==> config.mk <==
export PLATFORM = sky130hd
export DESIGN_NAME = string_escape_decoder_core
export DESIGN_NICKNAME = d
export VERILOG_FILES = /design/src/design/sed_pkg.sv /design/src/design/sed_front.sv /design/src/design/sed_queue.sv /design/src/design/sed_back.sv /design/src/design/string_escape_decoder_core.sv
export SDC_FILE = /design/constraint.sdc
export NUM_CORES = 1
export LEC_CHECK = 0
export ABC_AREA = 1
export CELL_PAD_IN_SITES_DETAIL_PLACEMENT = 0
export CELL_PAD_IN_SITES_GLOBAL_PLACEMENT = 1
export CORE_MARGIN = 8
export CORE_UTILIZATION = 40
export DETAILED_ROUTE_END_ITERATION = 8
export DONT_BUFFER_PORTS = 1
export HOLD_SLACK_MARGIN = 0.05
export PLACE_DENSITY_LB_ADDON = 0.1
export SLEW_MARGIN = 20
export SYNTH_ARGS = -nofsm -noshare
export SYNTH_HDL_FRONTEND = slang
export SYNTH_SLANG_ARGS = --single-unit
==> constraint.sdc <==
create_clock -name clk_i -period 6.25 [get_ports clk_i]
set_clock_uncertainty 0.05 [all_clocks]
set_input_delay 0.625 -clock clk_i [delete_from_list [all_inputs] [get_ports clk_i]]
set_output_delay 0.625 -clock clk_i [all_outputs]
set_load 0.005 [all_outputs]
==> src/design/sed_pkg.sv <==
`timescale 1ns / 1ps
// Shared types and constants for the string escape decoder.
// Used by the front end, the command queue, the back end and the top level.
package sed_pkg;

  // Default number of command entries between front and back end.
  localparam int unsigned QueueDepthDefault = 4;

  // Most result beats that one source byte can cause.
  localparam int unsigned MaxBeats = 4;

  // Status code carried with every result beat.
  typedef enum logic [2:0] {
    ST_BYTE       = 3'd0,
    ST_CLOSED     = 3'd1,
    ST_UNTERM     = 3'd2,
    ST_INCOMPLETE = 3'd3,
    ST_BAD_HEX    = 3'd4,
    ST_BAD_CP     = 3'd5,
    ST_OCT_RANGE  = 3'd6,
    ST_BAD_ESC    = 3'd7
  } status_e;

  // One result beat.
  typedef struct packed {
    logic [7:0] data;
    status_e    status;
  } res_t;

  // Everything one source byte produces: a beat count of 0 to 4 and the beats.
  typedef struct packed {
    logic [2:0]            count;
    res_t [MaxBeats-1:0]   res;
  } cmd_t;

  // Queue occupancy flags, seen by the back end and the top level.
  typedef struct packed {
    logic full;
    logic empty;
  } queue_flags_t;

endpackage

==> src/design/sed_front.sv <==
`timescale 1ns / 1ps
// Front end of the string escape decoder: escape state machine and result forming.
// Depends on sed_pkg for the status codes and the command type.
module sed_front (
  input  logic          clk_i,
  input  logic          rst_ni,
  input  logic          accept_i,
  input  logic [7:0]    in_byte_i,
  input  logic          end_of_input_i,
  output logic          push_o,
  output sed_pkg::cmd_t cmd_o
);
  import sed_pkg::*;

  // Phase codes of the decoder.
  localparam logic [2:0] PH_BODY = 3'd0;
  localparam logic [2:0] PH_ESC  = 3'd1;
  localparam logic [2:0] PH_HEX  = 3'd2;
  localparam logic [2:0] PH_OCT  = 3'd3;

  // Source characters with a meaning of their own.
  localparam logic [7:0] CH_QUOTE = 8'h22;
  localparam logic [7:0] CH_BSL   = 8'h5C;
  localparam logic [7:0] CH_NL    = 8'h0A;

  logic [2:0]  phase_q, phase_d;
  logic [3:0]  digits_q, digits_d;
  logic [31:0] acc_q, acc_d;
  logic        uni_q, uni_d;

  logic        hex_ok;
  logic [3:0]  hex_val;
  logic        oct_ok;
  logic [3:0]  dig_dec;
  logic        body_has;
  res_t        body_res;
  logic [2:0]  body_phase;
  res_t        oct_res;
  cmd_t        cmd;

  // Build a single result beat.
  function automatic res_t mk_res(logic [7:0] data, status_e st);
    res_t r;
    r.data   = data;
    r.status = st;
    return r;
  endfunction

  // Encode a code point as 1 to 4 UTF-8 beats, or as a bad code point error.
  function automatic cmd_t utf8_cmd(logic [31:0] cp);
    cmd_t c;
    c = '0;
    if (cp <= 32'h7F) begin
      c.count  = 3'd1;
      c.res[0] = mk_res(cp[7:0], ST_BYTE);
    end else if (cp <= 32'h7FF) begin
      c.count  = 3'd2;
      c.res[0] = mk_res(8'hC0 | {3'b000, cp[10:6]}, ST_BYTE);
      c.res[1] = mk_res(8'h80 | {2'b00, cp[5:0]}, ST_BYTE);
    end else if (cp <= 32'hFFFF) begin
      c.count  = 3'd3;
      c.res[0] = mk_res(8'hE0 | {4'h0, cp[15:12]}, ST_BYTE);
      c.res[1] = mk_res(8'h80 | {2'b00, cp[11:6]}, ST_BYTE);
      c.res[2] = mk_res(8'h80 | {2'b00, cp[5:0]}, ST_BYTE);
    end else if (cp <= 32'h1FFFFF) begin
      c.count  = 3'd4;
      c.res[0] = mk_res(8'hF0 | {5'h00, cp[20:18]}, ST_BYTE);
      c.res[1] = mk_res(8'h80 | {2'b00, cp[17:12]}, ST_BYTE);
      c.res[2] = mk_res(8'h80 | {2'b00, cp[11:6]}, ST_BYTE);
      c.res[3] = mk_res(8'h80 | {2'b00, cp[5:0]}, ST_BYTE);
    end else begin
      c.count  = 3'd1;
      c.res[0] = mk_res(8'h00, ST_BAD_CP);
    end
    return c;
  endfunction

  // Classify the source byte as a hex or octal digit.
  always_comb begin
    hex_ok  = 1'b0;
    hex_val = 4'h0;
    if (in_byte_i >= 8'h30 && in_byte_i <= 8'h39) begin
      hex_ok  = 1'b1;
      hex_val = in_byte_i[3:0];
    end else if ((in_byte_i >= 8'h61 && in_byte_i <= 8'h66) ||
                 (in_byte_i >= 8'h41 && in_byte_i <= 8'h46)) begin
      hex_ok  = 1'b1;
      hex_val = in_byte_i[3:0] + 4'd9;
    end
    hex_ok = hex_ok && !end_of_input_i;
    oct_ok = !end_of_input_i && (in_byte_i >= 8'h30) && (in_byte_i <= 8'h37);
    dig_dec = (digits_q != 4'd0) ? digits_q - 4'd1 : 4'd0;
  end

  // What the byte means when it lands in the literal body.
  always_comb begin
    body_has   = 1'b1;
    body_phase = PH_BODY;
    body_res   = mk_res(in_byte_i, ST_BYTE);
    if (end_of_input_i) begin
      body_res = mk_res(8'h00, ST_UNTERM);
    end else if (in_byte_i == CH_QUOTE) begin
      body_res = mk_res(8'h00, ST_CLOSED);
    end else if (in_byte_i == CH_BSL) begin
      body_has   = 1'b0;
      body_phase = PH_ESC;
    end
  end

  // Value of a finished octal escape, collected so far in the accumulator.
  assign oct_res = (acc_q[31:8] != 24'd0) ? mk_res(8'h00, ST_OCT_RANGE)
                                          : mk_res(acc_q[7:0], ST_BYTE);

  // Escape state machine and the command that each source byte causes.
  always_comb begin
    phase_d  = phase_q;
    digits_d = digits_q;
    acc_d    = acc_q;
    uni_d    = uni_q;
    cmd      = '0;
    unique case (phase_q)
      PH_ESC: begin
        phase_d   = PH_BODY;
        cmd.count = 3'd1;
        if (end_of_input_i) begin
          cmd.res[0] = mk_res(8'h00, ST_INCOMPLETE);
        end else begin
          unique case (in_byte_i)
            CH_BSL:   cmd.res[0] = mk_res(CH_BSL, ST_BYTE);
            CH_QUOTE: cmd.res[0] = mk_res(CH_QUOTE, ST_BYTE);
            8'h74:    cmd.res[0] = mk_res(8'h09, ST_BYTE);
            8'h6E:    cmd.res[0] = mk_res(8'h0A, ST_BYTE);
            8'h72:    cmd.res[0] = mk_res(8'h0D, ST_BYTE);
            8'h62:    cmd.res[0] = mk_res(8'h08, ST_BYTE);
            8'h61:    cmd.res[0] = mk_res(8'h07, ST_BYTE);
            8'h65:    cmd.res[0] = mk_res(8'h1B, ST_BYTE);
            8'h66:    cmd.res[0] = mk_res(8'h0C, ST_BYTE);
            8'h76:    cmd.res[0] = mk_res(8'h0B, ST_BYTE);
            CH_NL:    cmd.count  = 3'd0;
            8'h78, 8'h75, 8'h55: begin
              // Hex escape: \x takes two digits, \u four and \U eight.
              cmd.count = 3'd0;
              phase_d   = PH_HEX;
              acc_d     = 32'd0;
              uni_d     = (in_byte_i != 8'h78);
              if (in_byte_i == 8'h78) begin
                digits_d = 4'd2;
              end else if (in_byte_i == 8'h75) begin
                digits_d = 4'd4;
              end else begin
                digits_d = 4'd8;
              end
            end
            default: begin
              if (oct_ok) begin
                cmd.count = 3'd0;
                phase_d   = PH_OCT;
                acc_d     = {29'd0, in_byte_i[2:0]};
                digits_d  = 4'd2;
              end else begin
                cmd.res[0] = mk_res(8'h00, ST_BAD_ESC);
              end
            end
          endcase
        end
      end
      PH_HEX: begin
        if (!hex_ok) begin
          phase_d    = PH_BODY;
          cmd.count  = 3'd1;
          cmd.res[0] = mk_res(8'h00, ST_BAD_HEX);
        end else begin
          acc_d    = {acc_q[27:0], hex_val};
          digits_d = dig_dec;
          if (dig_dec == 4'd0) begin
            phase_d = PH_BODY;
            if (uni_q) begin
              cmd = utf8_cmd({acc_q[27:0], hex_val});
            end else begin
              cmd.count  = 3'd1;
              cmd.res[0] = mk_res({acc_q[3:0], hex_val}, ST_BYTE);
            end
          end
        end
      end
      PH_OCT: begin
        if (oct_ok) begin
          // Octal values are kept to twelve bits.
          acc_d    = {20'd0, acc_q[8:0], in_byte_i[2:0]};
          digits_d = dig_dec;
          if (dig_dec == 4'd0) begin
            phase_d   = PH_BODY;
            cmd.count = 3'd1;
            if (acc_q[8:5] != 4'd0) begin
              cmd.res[0] = mk_res(8'h00, ST_OCT_RANGE);
            end else begin
              cmd.res[0] = mk_res({acc_q[4:0], in_byte_i[2:0]}, ST_BYTE);
            end
          end
        end else begin
          // The escape ends early: give its byte, then treat this input as body.
          phase_d    = body_phase;
          cmd.count  = body_has ? 3'd2 : 3'd1;
          cmd.res[0] = oct_res;
          cmd.res[1] = body_res;
        end
      end
      default: begin
        phase_d    = body_phase;
        cmd.count  = body_has ? 3'd1 : 3'd0;
        cmd.res[0] = body_res;
      end
    endcase
  end

  assign push_o = accept_i && (cmd.count != 3'd0);
  assign cmd_o  = cmd;

  // Decoder state registers.
  always_ff @(posedge clk_i or negedge rst_ni) begin
    if (!rst_ni) begin
      phase_q  <= PH_BODY;
      digits_q <= 4'd0;
      acc_q    <= 32'd0;
      uni_q    <= 1'b0;
    end else if (accept_i) begin
      phase_q  <= phase_d;
      digits_q <= digits_d;
      acc_q    <= acc_d;
      uni_q    <= uni_d;
    end
  end

endmodule

==> src/design/sed_queue.sv <==
`timescale 1ns / 1ps
// Command queue between the front and back end of the string escape decoder.
// Depends on sed_pkg for the command and flag types.
module sed_queue #(
  parameter int unsigned Depth = sed_pkg::QueueDepthDefault
) (
  input  logic                  clk_i,
  input  logic                  rst_ni,
  input  logic                  push_i,
  input  sed_pkg::cmd_t         cmd_i,
  input  logic                  pop_i,
  output sed_pkg::cmd_t         head_o,
  output sed_pkg::queue_flags_t flags_o
);
  import sed_pkg::*;

  localparam int unsigned PtrW = (Depth > 1) ? $clog2(Depth) : 1;
  localparam int unsigned CntW = $clog2(Depth + 1);

  cmd_t            entry_q [Depth];
  logic [PtrW-1:0] wr_ptr_q, rd_ptr_q;
  logic [CntW-1:0] count_q;

  // Entry storage, written at the tail.
  always_ff @(posedge clk_i) begin
    if (push_i) begin
      entry_q[wr_ptr_q] <= cmd_i;
    end
  end

  // Pointers and fill count.
  always_ff @(posedge clk_i or negedge rst_ni) begin
    if (!rst_ni) begin
      wr_ptr_q <= '0;
      rd_ptr_q <= '0;
      count_q  <= '0;
    end else begin
      if (push_i) begin
        wr_ptr_q <= (wr_ptr_q == PtrW'(Depth - 1)) ? '0 : wr_ptr_q + PtrW'(1);
      end
      if (pop_i) begin
        rd_ptr_q <= (rd_ptr_q == PtrW'(Depth - 1)) ? '0 : rd_ptr_q + PtrW'(1);
      end
      if (push_i && !pop_i) begin
        count_q <= count_q + CntW'(1);
      end else if (pop_i && !push_i) begin
        count_q <= count_q - CntW'(1);
      end
    end
  end

  assign head_o        = entry_q[rd_ptr_q];
  assign flags_o.full  = (count_q == CntW'(Depth));
  assign flags_o.empty = (count_q == '0);

endmodule

==> src/design/sed_back.sv <==
`timescale 1ns / 1ps
// Back end of the string escape decoder: plays each command out as result beats.
// Depends on sed_pkg for the command and flag types.
module sed_back (
  input  logic                  clk_i,
  input  logic                  rst_ni,
  input  sed_pkg::cmd_t         head_i,
  input  sed_pkg::queue_flags_t flags_i,
  output logic                  pop_o,
  output logic                  out_valid_o,
  input  logic                  out_stall_i,
  output logic [7:0]            out_byte_o,
  output logic [2:0]            status_o,
  output logic                  last_o
);
  import sed_pkg::*;

  logic       valid_q;
  logic [1:0] idx_q;
  logic [7:0] byte_q;
  status_e    status_q;
  logic       last_q;
  logic       load;
  logic       take;
  logic       final_beat;
  res_t       cur;

  // The output register refills when it is empty or its beat leaves.
  assign load       = !valid_q || !out_stall_i;
  assign take       = load && !flags_i.empty;
  assign cur        = head_i.res[idx_q];
  assign final_beat = ({1'b0, idx_q} == head_i.count - 3'd1);
  assign pop_o      = take && final_beat;

  // Beat index within the head command.
  always_ff @(posedge clk_i or negedge rst_ni) begin
    if (!rst_ni) begin
      idx_q   <= 2'd0;
      valid_q <= 1'b0;
    end else if (load) begin
      valid_q <= !flags_i.empty;
      if (take) begin
        idx_q <= final_beat ? 2'd0 : idx_q + 2'd1;
      end
    end
  end

  // Output payload register.
  always_ff @(posedge clk_i) begin
    if (take) begin
      byte_q   <= cur.data;
      status_q <= cur.status;
      last_q   <= final_beat;
    end
  end

  assign out_valid_o = valid_q;
  assign out_byte_o  = byte_q;
  assign status_o    = status_q;
  assign last_o      = last_q;

endmodule

==> src/design/string_escape_decoder_core.sv <==
`timescale 1ns / 1ps
// Top level of the string escape decoder: front end, command queue and back end.
// Depends on sed_pkg, sed_front, sed_queue and sed_back.
//
//   Channel  Direction  Handshake               Payload
//   in       sink       in_valid_i/in_stall_o   in_byte_i, end_of_input_i
//   out      source     out_valid_o/out_stall_i out_byte_o, status_o, last_o
//
// A source byte is decoded in the cycle it is taken and queued at that edge; the back end then loads
// its first beat into the output register, then one beat per cycle while out_stall_i is low.
// The back end's single output port sets the rate: UTF-8 sequences give up to four beats.
// in_stall_o is high only while the command queue is full.
// Reset returns the decoder to the literal body and empties the queue.
module string_escape_decoder_core #(
  parameter int unsigned QueueDepth = sed_pkg::QueueDepthDefault
) (
  input  logic       clk_i,
  input  logic       rst_ni,
  input  logic       in_valid_i,
  output logic       in_stall_o,
  input  logic [7:0] in_byte_i,
  input  logic       end_of_input_i,
  output logic       out_valid_o,
  input  logic       out_stall_i,
  output logic [7:0] out_byte_o,
  output logic [2:0] status_o,
  output logic       last_o
);
  import sed_pkg::*;

  logic         accept;
  logic         push;
  logic         pop;
  cmd_t         cmd;
  cmd_t         head;
  queue_flags_t flags;

  assign in_stall_o = flags.full;
  assign accept     = in_valid_i && !flags.full;

  // Escape decoding of each source beat.
  sed_front u_front (
    .clk_i          (clk_i),
    .rst_ni         (rst_ni),
    .accept_i       (accept),
    .in_byte_i      (in_byte_i),
    .end_of_input_i (end_of_input_i),
    .push_o         (push),
    .cmd_o          (cmd)
  );

  // Commands waiting for the output side.
  sed_queue #(
    .Depth (QueueDepth)
  ) u_queue (
    .clk_i   (clk_i),
    .rst_ni  (rst_ni),
    .push_i  (push),
    .cmd_i   (cmd),
    .pop_i   (pop),
    .head_o  (head),
    .flags_o (flags)
  );

  // Result beats out of the head command.
  sed_back u_back (
    .clk_i       (clk_i),
    .rst_ni      (rst_ni),
    .head_i      (head),
    .flags_i     (flags),
    .pop_o       (pop),
    .out_valid_o (out_valid_o),
    .out_stall_i (out_stall_i),
    .out_byte_o  (out_byte_o),
    .status_o    (status_o),
    .last_o      (last_o)
  );

  // The queue is never written while full.
  assert property (@(posedge clk_i) disable iff (!rst_ni) push |-> !flags.full)
    else $error("command written into a full queue");

  // Status beats carry a zero byte.
  assert property (@(posedge clk_i) disable iff (!rst_ni)
    (out_valid_o && (status_o != ST_BYTE)) |-> (out_byte_o == 8'h00))
    else $error("status beat with a non-zero byte");

  // A command's remaining beats follow without a gap.
  assert property (@(posedge clk_i) disable iff (!rst_ni)
    (out_valid_o && !out_stall_i && !last_o) |=> out_valid_o)
    else $error("gap inside a multi-beat result");

  // A popped command leaves the queue non-full on the next cycle.
  assert property (@(posedge clk_i) disable iff (!rst_ni)
    (pop && !push) |=> !flags.full)
    else $error("queue still full after a pop");

endmodule

==> impl_metrics.csv <==
group,metric,value,unit
run_status,run_status,"completed",
critical_path,worst-r2r-cell-count,12,
cells_and_area,antennaDiodeCount,0,
critical_path,worst_r2r_endpoint,"u_queue.entry_q[2][6]",
clocking,clock-sinks,214,
detailed_routing,drc,0,
grt,first_pass_grt_wire_length,44210,µm
critical_path,setup.reg_to_reg.worst_slack,2.28,ns
cells_and_area,drive_gt1_share,10.27,%
timing,worst_slew_margin_rel,28.67,%
cells_and_area,regArea,6177,µm²
yosys,yosysUniqueCellTypes,49,
yosys,synth_cells,1034,
yosys,synth_largest_area_cell,"edfxtp_1",
critical_path,worst-path-max-fanout,27,
floorplanning,placement_rows,58,
floorplanning,io_pins,27,
cells_and_area,mostFrequentLayoutCell,"edfxtp_1",
place,io_buffers,0,
floorplanning,initial_core_util,40.82,%
detailed_routing,antenna_left,0,
run,drv_cap,0,
yosys,ys.warnings.count,0,
clocking,ctsRootBufferMaster,"clkbuf_16",
grt,grt_antenna_before_repair,0,
cells_and_area,finish.net_count,1050,
floorplanning,coreArea,25250,µm²
yosys,ys_seq_elements,214,
yosys,proportion_of_netlist_area_held_by_the_largest_area_contributor,47.77,%
timing,final-max-slew-violation-count,0,
critical_path,critPathRequiredTime,6.41,ns
floorplanning,die_h,176.5,µm
place,placedInstanceArea,10610,µm²
clocking,numCtsBuffers,24,
cells_and_area,syn2layout_area_growth,10.41,%
timing,fmax,251.9,MHz
detailed_routing,postRouteWirelength,28310,µm
yosys,postSynthAreaPerCell,9.971,µm²
detailed_routing,first_iter_violations,648,
critical_path,crit_path_end_kind,"flip-flop",
detailed_routing,drt-wirelength-per-cell,20.63,µm
timing,tightestPinTransition,1.066,ns
yosys,netlist_area_pre_place,10310,µm²
timing,setup_viol_count_final,0,
critical_path,critical-path-max-stage-delay,0.70,ns
worst_hold_path,holdPathEnd,"u_back.out_valid_o",
grt,grt_max_degree,70,
critical_path,r2r_start,"u_front.phase_q[2]",
timing,rsz0062_at_grt,"no",
critical_path,crit_path_frequent_cell,"nor2_4",
power,total_leakage_power,4.178,nW
clocking,cts.path.max_buffers,3,
cells_and_area,fillers,2443,
detailed_routing,num_vias,7564,
place,dp_hpwl,19330,µm
worst_hold_path,holdCritPathClass,"in -> reg",
yosys,synth_edf_count,164,
clocking,clock_latency_of_the_later_clocked_register_in_the_worst_skew_pair,0.53,ns
yosys,mappedNetlistNets,1059,
yosys,synth.top_cells.by_area,"edfxtp_1 (48%), dfrtp_1 (12%), nor2_1 (5.5%)",
clocking,clock_tree_from_tritoncts,"done",
cells_and_area,multi_input_area,3578,µm²
critical_path,critPathLaunchType,"flip-flop",
worst_hold_path,min_path_cells,2,
clocking,clk_pin_slew,0.06,ns
place,finalWeightedCongestion,0.9283,
yosys,synth_flop_cell,"edfxtp_1",
detailed_routing,vias_per_inst,5.513,
clocking,cts_resized,0,
critical_path,slowest_stage,"nor2_4",
cells_and_area,final_cell_area,11380,µm²
timing,setup_total_negative_slack,0,ns
floorplanning,die_w,176.5,µm
grt,grt_pass1_vias,7299,
worst_hold_path,hold_sp,"out_stall_i",
clocking,ctsHtreeMaxLevel,1,
grt,gr-total-overflow,0,
timing,finalWorstPathRequiredPeriod,3.970,ns
grt,grt_usage,18.14,%
power,worst_ir_drop_vdd,0.2352,mV
timing,final-hold-violation-count,0,
power,pwr_density_cell,433.3,nW/µm²
cells_and_area,layout.cells.most_common_list,"edfxtp_1 (164), nor2_1 (146), nand2_1 (138)",
critical_path,crit_type,"reg -> reg",
yosys,ys_seq_area_share,59.90,%
detailed_routing,detail_route.first_pass.iterations,7,
critical_path,cp.arrival,4.13,ns
yosys,synth_async_sr_flop_share,23.36,%
timing,fin_crit_sh,63.52,%
critical_path,path_cells,"nor2_4, inv_2, nor2_4, inv_1, nor2_1, nand2_1, nand3_1, nand2_1, nand2_2, nand2_4, nor2_4, buf_4",
floorplanning,floorplan.die_area,31170,µm²
-- how the worst max path moves through the flow --
stage                            start                      to  slack (ns)  cells past startpoint
floorplan                 in_byte_i[0]   u_queue.entry_q[0][0]        2.11                     14
global placement    u_front.phase_q[2]  u_queue.entry_q[2][25]        2.33                     12
detailed placement  u_front.phase_q[2]  u_queue.entry_q[2][25]        2.24                     12
CTS                 u_front.phase_q[2]  u_queue.entry_q[2][25]        2.23                     12
global route        u_front.phase_q[2]   u_queue.entry_q[2][6]        1.95                     12
finish              u_front.phase_q[2]   u_queue.entry_q[2][6]        2.28                     12
-- cells by family (layout without fill, tap and decap cells) --
logic type | after synthesis | in the layout | synth area share (%)
muxes | 1 | 1 | 0.1092
buffers and inverters | 144 | 152 | 5.680
xor gates and xnor gates | 6 | 6 | 0.5097
AOI/OAI and AO/OA | 254 | 254 | 14.66
DFF | 214 | 214 | 59.90
adders and majority gates | 12 | 12 | 1.529
and+or+nand+nor | 403 | 403 | 17.61
-- report_power, final --
group | leakage [nW] | switching, W | internal, W
clock | 0.364 | 0.000572 | 0.000744
sequential | 2.21 | 0.000171 | 0.00189
combinational | 1.61 | 0.00111 | 0.000446
total | 4.18 | 0.00185 | 0.00308
-- synth_stat cells, types with 2 or more instances --
library cell / number
clkinv_2: 2
o21ai_2: 6
o21ai_0: 100
o211ai_1: 6
a22oi_1: 2
o31ai_1: 5
nor2_4: 4
inv_2: 11
nor3_1: 12
dfrtp_1: 50
buf_2: 7
o21ai_1: 29
nand2_1: 138
ha_1: 11
nand3_2: 11
xor2_1: 4
nand2_2: 8
inv_1: 82
xnor2_1: 2
a22o_1: 6
buf_4: 5
clkbuf_1: 29
o22ai_1: 42
buf_1: 5
nand4_1: 8
nor2_2: 5
a21oi_1: 25
edfxtp_1: 164
o221ai_1: 22
a31oi_1: 5
nand3_1: 60
buf_6: 2
nor2_1: 150
-- through the flow --
step                setup slack, ns  util [%]  std cells  hold WS (ns)  power [W]
floorplan                     2.111         -       1034        0.2794   0.003145
global placement              2.335     42.03       1327        0.2816   0.003658
detailed placement            2.235     42.03       1327        0.2820   0.003651
CTS                           2.227     45.08       1372        0.1857   0.004982
global route                  1.946     45.08       1372        0.1971   0.005235
finish                        2.280     45.08       1372        0.2018   0.004933
-- what timing repair did --
item | 4_1_cts | 5_1_grt
hold buffers | 2 | 0
hold endpoints to repair | 50 | 0
buffers inserted | 0 | 0
-- cell type report --
cell class                      instances  share of cell area [%]
Multi-Input combinational cell        676                   31.44
Clock buffer                           32                   5.803
Tap cell                              330                   3.627
Timing Repair Buffer                   13                   1.055
Sequential cell                       214                   54.26
Clock inverter                         11                  0.6265
Inverter                               96                   3.188
-- metal layers --
| layer | vias to the layer above | routed length, µm | track usage, % |
|---|---|---|---|
| met5 | - | 0 | 0 |
| met4 | 0 | 804 | 5.919 |
| met3 | 50 | 1498 | 2.927 |
| met2 | 204 | 12640 | 28.07 |
| met1 | 3669 | 13360 | 25.59 |
| li1 | 3641 | - | - |
-- critical path: cells and delay by family (launching register included) --
kind                   cells  cell delay (ns)
and+or+nand+nor            9             2.24
DFF                        1             0.44
buffers and inverters      3             0.89
-- state kept, by name, indices dropped and copies added (netlist names) --
register	cells
u_front.acc_q	32
u_back.idx_q	2
u_queue.entry_q	152
u_back.out_byte_o	8
u_queue.count_q	3
u_back.status_o	3
u_queue.wr_ptr_q	2
u_front.digits_q	4
u_queue.rd_ptr_q	2
u_back.out_valid_o	1
u_front.phase_q	3
u_front.uni_q	1
u_back.last_o	1
Note: power is estimated with default switching activity, not from simulation.
